$ cat src/clsc_pkg.sv
// ----------------------------------------------------------------------------
// clsc_pkg
// Shared types, constants and helpers of the cable length step correction.
// ----------------------------------------------------------------------------
package clsc_pkg;

  localparam int NUM_LANES     = 8;
  localparam int LANE_W        = 3;
  localparam int DATA_W        = 32;
  localparam int SCALE_W       = 16;
  localparam int CFG_IDX_W     = 3;
  localparam int CFG_DATA_W    = 32;
  localparam int IN_W          = (NUM_LANES + 2) * DATA_W;
  localparam int OUT_W         = NUM_LANES * DATA_W;
  localparam int MOTORS_DEFAULT = 8;

  // register map
  typedef enum logic [CFG_IDX_W-1:0] {
    REG_AXIS_SCALE = 3'd0,
    REG_SCALE_01   = 3'd1,
    REG_SCALE_23   = 3'd2,
    REG_SCALE_45   = 3'd3,
    REG_SCALE_67   = 3'd4
  } cfg_reg_e;

  localparam logic [SCALE_W-1:0]    AXIS_SCALE_RST  = 16'h1000;
  localparam logic [CFG_DATA_W-1:0] MOTOR_SCALE_RST = 32'h1000_1000;

  // geometry in Q16.16 mm
  localparam logic signed [31:0] Q_Z1  = 32'sd11019878;
  localparam logic signed [31:0] Q_Z2  = 32'sd16092365;
  localparam logic signed [31:0] Q_K40 = 32'sd2621440;
  localparam logic [63:0]        Q_A   = 64'd301466;
  localparam logic [63:0]        A_SQ  = Q_A * Q_A;

  // square root unit: 32 result bits
  localparam int SQ_ROOT_W = 32;
  localparam int SQ_STEPS  = 2;
  localparam int SQ_STAGES = SQ_ROOT_W / SQ_STEPS;

  // divider: 32-bit dividend, 20-bit divisor
  localparam int DV_NUM_W  = 32;
  localparam int DV_DEN_W  = SCALE_W + 4;
  localparam int DV_STEPS  = 2;
  localparam int DV_STAGES = DV_NUM_W / DV_STEPS;

  typedef struct packed {
    logic                      last;
    logic [LANE_W-1:0]         idx;
    logic signed [DATA_W-1:0]  steps;
    logic [SCALE_W-1:0]        scale;
    logic                      neg;
  } clsc_tag_t;

  function automatic logic signed [31:0] sat32(input logic signed [63:0] v);
    if (v > 64'sd2147483647) begin
      return 32'sh7FFF_FFFF;
    end else if (v < -64'sd2147483648) begin
      return 32'sh8000_0000;
    end else begin
      return 32'(v);
    end
  endfunction

  // x^2 + y^2 of each motor anchor offset
  function automatic logic [63:0] geo_k(input logic [LANE_W-1:0] m);
    case (m)
      3'd0:    return 64'd625213 * 64'd625213 + 64'd3605135 * 64'd3605135;
      3'd1:    return 64'd448266 * 64'd448266 + 64'd2191524 * 64'd2191524;
      3'd2:    return 64'd625213 * 64'd625213 + 64'd1830420 * 64'd1830420;
      3'd3:    return 64'd1038090 * 64'd1038090 + 64'd3311534 * 64'd3311534;
      3'd4:    return 64'd1042022 * 64'd1042022 + 64'd3432776 * 64'd3432776;
      3'd5:    return 64'd625213 * 64'd625213 + 64'd1777992 * 64'd1777992;
      3'd6:    return 64'd1042022 * 64'd1042022 + 64'd2247885 * 64'd2247885;
      default: return 64'd625213 * 64'd625213 + 64'd4100588 * 64'd4100588;
    endcase
  endfunction

endpackage

$ cat src/clsc_div_pipe.sv
// ----------------------------------------------------------------------------
// clsc_div_pipe
// Pipelined restoring unsigned divider, a few quotient bits per stage.
// ----------------------------------------------------------------------------
module clsc_div_pipe (
  input  logic                            clk_i,
  input  logic                            rst_ni,
  input  logic                            en_i,
  input  logic                            valid_i,
  input  clsc_pkg::clsc_tag_t             tag_i,
  input  logic [clsc_pkg::DV_NUM_W-1:0]   num_i,
  input  logic [clsc_pkg::DV_DEN_W-1:0]   den_i,
  output logic                            valid_o,
  output clsc_pkg::clsc_tag_t             tag_o,
  output logic [clsc_pkg::DV_NUM_W-1:0]   quot_o
);
  import clsc_pkg::*;

  logic                 v_q    [DV_STAGES];
  clsc_tag_t            tag_q  [DV_STAGES];
  logic [DV_NUM_W-1:0]  num_q  [DV_STAGES];
  logic [DV_DEN_W-1:0]  den_q  [DV_STAGES];
  logic [DV_DEN_W-1:0]  rem_q  [DV_STAGES];
  logic [DV_NUM_W-1:0]  quot_q [DV_STAGES];

  for (genvar s = 0; s < DV_STAGES; s++) begin : g_stage
    logic                 src_v;
    clsc_tag_t            src_tag;
    logic [DV_DEN_W-1:0]  src_den;
    logic [DV_NUM_W-1:0]  src_num;
    logic [DV_DEN_W-1:0]  src_rem;
    logic [DV_NUM_W-1:0]  src_quot;
    logic [DV_NUM_W-1:0]  num_d;
    logic [DV_DEN_W-1:0]  rem_d;
    logic [DV_NUM_W-1:0]  quot_d;
    logic [DV_DEN_W:0]    r2;

    if (s == 0) begin : g_first
      assign src_v    = valid_i;
      assign src_tag  = tag_i;
      assign src_den  = den_i;
      assign src_num  = num_i;
      assign src_rem  = '0;
      assign src_quot = '0;
    end else begin : g_next
      assign src_v    = v_q[s-1];
      assign src_tag  = tag_q[s-1];
      assign src_den  = den_q[s-1];
      assign src_num  = num_q[s-1];
      assign src_rem  = rem_q[s-1];
      assign src_quot = quot_q[s-1];
    end

    always_comb begin
      num_d  = src_num;
      rem_d  = src_rem;
      quot_d = src_quot;
      r2 = '0;
      for (int k = 0; k < DV_STEPS; k++) begin
        r2 = {rem_d, num_d[DV_NUM_W-1]};
        if (r2 >= {1'b0, src_den}) begin
          rem_d  = DV_DEN_W'(r2 - {1'b0, src_den});
          quot_d = {quot_d[DV_NUM_W-2:0], 1'b1};
        end else begin
          rem_d  = r2[DV_DEN_W-1:0];
          quot_d = {quot_d[DV_NUM_W-2:0], 1'b0};
        end
        num_d = {num_d[DV_NUM_W-2:0], 1'b0};
      end
    end

    always_ff @(posedge clk_i or negedge rst_ni) begin
      if (!rst_ni) begin
        v_q[s] <= 1'b0;
      end else if (en_i) begin
        v_q[s] <= src_v;
      end
    end

    always_ff @(posedge clk_i) begin
      if (en_i) begin
        tag_q[s]  <= src_tag;
        den_q[s]  <= src_den;
        num_q[s]  <= num_d;
        rem_q[s]  <= rem_d;
        quot_q[s] <= quot_d;
      end
    end
  end

  assign valid_o = v_q[DV_STAGES-1];
  assign tag_o   = tag_q[DV_STAGES-1];
  assign quot_o  = quot_q[DV_STAGES-1];

endmodule

$ cat config.mk
export PLATFORM = sky130hd
export DESIGN_NAME = clsc_div_pipe
export DESIGN_NICKNAME = d
export VERILOG_FILES = /design/src/clsc_pkg.sv /design/src/clsc_div_pipe.sv
export SDC_FILE = /design/constraint.sdc
export NUM_CORES = 2
export LEC_CHECK = 0
export ABC_AREA = 1
export BUFFER_PORTS_ARGS = -buffer_cell sky130_fd_sc_hd__buf_2
export CAP_MARGIN = 25
export CORE_AREA = 4 4 493 738
export CTS_CLUSTER_SIZE = 25
export DETAILED_ROUTE_END_ITERATION = 8
export DIE_AREA = 0 0 497 742
export SETUP_SLACK_MARGIN = 0.5
export SLEW_MARGIN = 20
export SYNTH_ARGS = -nofsm -noshare
export SYNTH_HDL_FRONTEND = slang
export SYNTH_SLANG_ARGS = --single-unit
export TNS_END_PERCENT = 1
$ cat constraint.sdc
create_clock -name clk_i -period 9.6 [get_ports clk_i]
set_input_delay 1.92 -clock clk_i [delete_from_list [all_inputs] [get_ports clk_i]]
set_output_delay 1.92 -clock clk_i [all_outputs]
set_load 0.005 [all_outputs]
* Word level (Yosys, flattened, before mapping)
Memories as Yosys holds them, arrays and structs flattened. Index checks and enable logic that the tools add are counted.
Operators by class: shifts and indexed selects 0, order comparisons 32, $mul 0, multiplexer cells 66, $add $sub $neg 32, div/mod/pow operators 0, reductions and logical operators 0, eq/ne operators 0, bitwise operators 0
Operators with widths (count):
- 21-bit by 20-bit greater-or-equal comparator with 1-bit output | 31
- 20-bit 2-to-1 mux | 32
- 20-bit subtractor | 31
- 1-bit 2-to-1 mux | 34
- 1-bit by 20-bit greater-or-equal comparator with 1-bit output | 1
- 1-bit by 20-bit subtractor with 20-bit output | 1
Storage, ports and cells: memories 5, RAM bits 2480, memory bits (read-only) 0, output and inout bits 86, latch bits 0, flip-flop bits (word level) 16
Memories:
- tag_q | depth 16, bits a word 53, read ports 16, clocked after Yosys merged registers in 0, wr ports 16, line clsc_div_pipe.sv:20 | clsc_tag_t tag_q [DV_STAGES];
- quot_q | depth 16, bits a word 32, read ports 16, clocked after Yosys merged registers in 0, wr ports 16, line clsc_div_pipe.sv:24 | logic [DV_NUM_W-1:0] quot_q [DV_STAGES];
- num_q | depth 16, bits a word 30, read ports 15, clocked after Yosys merged registers in 0, wr ports 16, line clsc_div_pipe.sv:21 | logic [DV_NUM_W-1:0] num_q [DV_STAGES];
- den_q | depth 16, bits a word 20, read ports 15, clocked after Yosys merged registers in 0, wr ports 16, line clsc_div_pipe.sv:22 | logic [DV_DEN_W-1:0] den_q [DV_STAGES];
- rem_q | depth 16, bits a word 20, read ports 15, clocked after Yosys merged registers in 0, wr ports 16, line clsc_div_pipe.sv:23 | logic [DV_DEN_W-1:0] rem_q [DV_STAGES];

* Longest topological paths before layout
An unclocked memory read counts as a cell.
word-level depth 5, gate-level depth with buffers 32, gate-level depth less buffers 28

* Worst setup path before layout
No wires, ideal clock.
kind input to register, start point input port num_i[31] (netlist name), end point memory rem_q[0][9] (netlist name) (data pin), stages 23, data arrival time 4.545 ns, required time 9.340 ns, path slack 4.795 ns, path through inv_1 ha_1 inv_1 ha_1 nand2_1 nor2_1 nand2_1 xor2_1 nor2_1 ha_1 nand2_1 inv_1 a21oi_1 nand2_1 nand2_1 nand3_1 nand2_1 nand2_1 nand2_1 nand2_1 buf_4 nand2_1 nand2_1
RTL lines:
- start: declaration | line clsc_div_pipe.sv:11 | input logic [clsc_pkg::DV_NUM_W-1:0] num_i,
- end: declaration | line clsc_div_pipe.sv:23

==> impl_metrics.ini <==
[clock_network]
h-tree-depth = 4
clk_pin_slew_ns = 0.06
cts.path.max_buffers = 4
cts_resized = 0
insertion_delay_ns = 0.88
cts_root_buffer = clkbuf_16
cts_made_buffers = 214
cts_setup_buffers = 0
holdBufCountCts = 0
tritoncts = yes
cts.sinks = 1976

[yosys]
synth_compound_area_share_pct = 4.354
ys.flop_type = edfxtp_1
synth_top_family_by_area = simple AND/OR/NAND/NOR gates
synth_cell_type_count = 48
synth_top_area_share_pct = 55.09
synth-seq-cells = 1976
ys_async_sr_fraction_pct = 0.8097
yosys.area_share.simple_pct = 22.71
synth_xor_area_share_pct = 3.107
yosysSeqAreaShare_pct = 55.46
syn_inst = 11290
syn_area_per_cell_um2 = 9.461
syn_area_mm2 = 0.1068
synthTopCellsByArea = edfxtp_1, nand2_1, ha_1
synth_nets = 12050
synth.most_common_cell = nand2_1
synth_fa_ha_area_share_pct = 7.846
yosysWarningCount = 0
synth-edff-count = 1960
netlist_top_cells_count = nand2_1, edfxtp_1, inv_1
synth_top_area_cell = edfxtp_1
synthMuxAreaShare_pct = 0

[flow_run]
maxCapViolations = 0

[sta]
fin_skew_ns = 0.06601
setup_tns_ns = 0
worstMarginPinSlew_ns = 1.055
period_share_pct = 63.28
rsz0062_at_grt = no
post-route-min-period_ns = 6.074
finalSetupViolCount = 0
slew_viol_final = 0
post-route-worst-setup-slack_ns = 3.526
finalHoldViolCount = 0
fmax_mhz = 164.6
relSlewSlack_pct = 29.68

[drt]
vias = 76870
wl_um = 318000
wl_per_cell_um = 19.28
drtIter0Drc = 4595
firstDrtPassIters = 7
via_per_inst = 4.661
drc = 0
antenna_left = 0

[grt]
track_usage_pct = 16.69
grt_antenna_before_repair = 8
grt_overflow = 0
first_global_vias = 78150
grt_pass1_wl_um = 467800
grt_max_degree = 169

[setup_path]
cpMostUsedCell = nand2_1
critPathKind = register to register
cp_slowest_cell = nand3_1
crit_path_max_fanout = 21
cp.required_ns = 10.19
crit_buf_inv = 4
path_cells = inv_1 > ha_1 > nand2_1 > inv_1 > nand2_1 > nand3_1 > nand2_1 > nand4_2 > buf_16 > nand2_1 > nand2_1 > ha_1 > nand2_1 > inv_1 > a21oi_1 > nand2_1 > nand2_1 > nand3_1 > nand2_1 > nand2_1 > nand2_1 > nand3_1 > nand2_1 > nand2_1
path_delay_family = simple AND/OR/NAND/NOR gates
start_kind = register
critPathCaptureType = register
max_stage_delay_ns = 0.75
critPathArrivalTime_ns = 6.67

[floorplanning]
row_count = 269
io_pins = 195
core_mm2 = 0.3574
die_w_um = 497
start_util_pct = 29.89
die_h_um = 742
dieArea_mm2 = 0.3688

[finish]
fin_nets = 12350
num-fill-cells = 36860
fin_area_mm2 = 0.1199
drive_gt1_share_pct = 6.350
syn_to_final_growth_pct = 12.24

[place]
gp_congestion = 0.9667
dp_slack_ns = 3.307
dp_hpwl_um = 250100
io_buffers = 194
dpl_cell_area_mm2 = 0.1132

[hold_path]
holdCritPathClass = register to register

[status]
status = finished, final reports clean
==> cell usage in the layout (no fill, tap or decap), drive strengths merged, types with 241 or more instances in the layout <==
master,n
ha,622
nand2,3627
edfxtp,1960
nand3,730
a21oi,525
buf,247
clkbuf,241
inv,1573
nand4,328
nor2,828
xor2,255
==> flip-flops by register name, indices dropped and copies added, names as in the netlist <==
name	count
tag_q	848
den_q	300
rem_q	300
quot_q	272
num_q	240
g_stage.src_v	15
valid_o	1
==> path summary, 6_finish.rpt <==
path	end	depth (start not counted)	startpoint	slack, ns
worst max-delay path	rem_q[0][121]	24	den_q[0][103]	3.53
worst min-delay path	tag_q[0][413]	0	tag_q[0][360]	0.36
min in group asynchronous	g_stage[11].src_v	1	rst_ni	0.94
worst min register to register	tag_q[0][413]	0	tag_q[0][360]	0.36
max in group asynchronous	g_stage[9].src_v	1	rst_ni	8.35
worst max register to register	rem_q[0][121]	24	den_q[0][103]	3.53
==> layer usage <==
metal | GRT usage (%) | share of wire (%)
met5 | 0 | 0
met4 | 15.75 | 11
met2 | 32.65 | 54
met1 | 14.45 | 32
met3 | 2.040 | 3.2
==> kinds of logic (layout without fill, tap and decap cells) <==
| logic type | count (synthesis) | in the layout |
|---|---|---|
| compound gates | 833 | 833 |
| xor+xnor | 379 | 379 |
| fa+ha+maj | 652 | 652 |
| buf+inv | 1728 | 2184 |
| flops | 1976 | 1976 |
| other cells | 0 | 2 |
| simple gates | 5724 | 5724 |
==> layout make-up <==
cell class / instances / area (um2) / area share, %
diodes: 2 / 5.005 / 0.004174
clock buffers: 241 / 5456 / 4.550
clock inverters: 137 / 1247 / 1.040
inverters: 1559 / 5852 / 4.880
multi-input cells: 7588 / 40620 / 33.87
flip-flops and latches: 1976 / 59260 / 49.42
well taps: 4742 / 5933 / 4.948
repair buffers: 247 / 1544 / 1.288
==> per-stage QoR <==
stage | hold WS (ns) | cells | util [%]
2_1_floorplan | 0.4003 | 11290 | -
3_3_place_gp | 0.4002 | 16110 | 31.65
3_5_place_dp | 0.4045 | 16110 | 31.67
4_1_cts | 0.3701 | 16490 | 33.55
5_1_grt | 0.3646 | 16490 | 33.55
6_report | 0.3609 | 16490 | 33.55
Power is left out: the tool's default activity adds up to more than one toggle a clock period on the data nets, which glitch-free logic cannot reach.
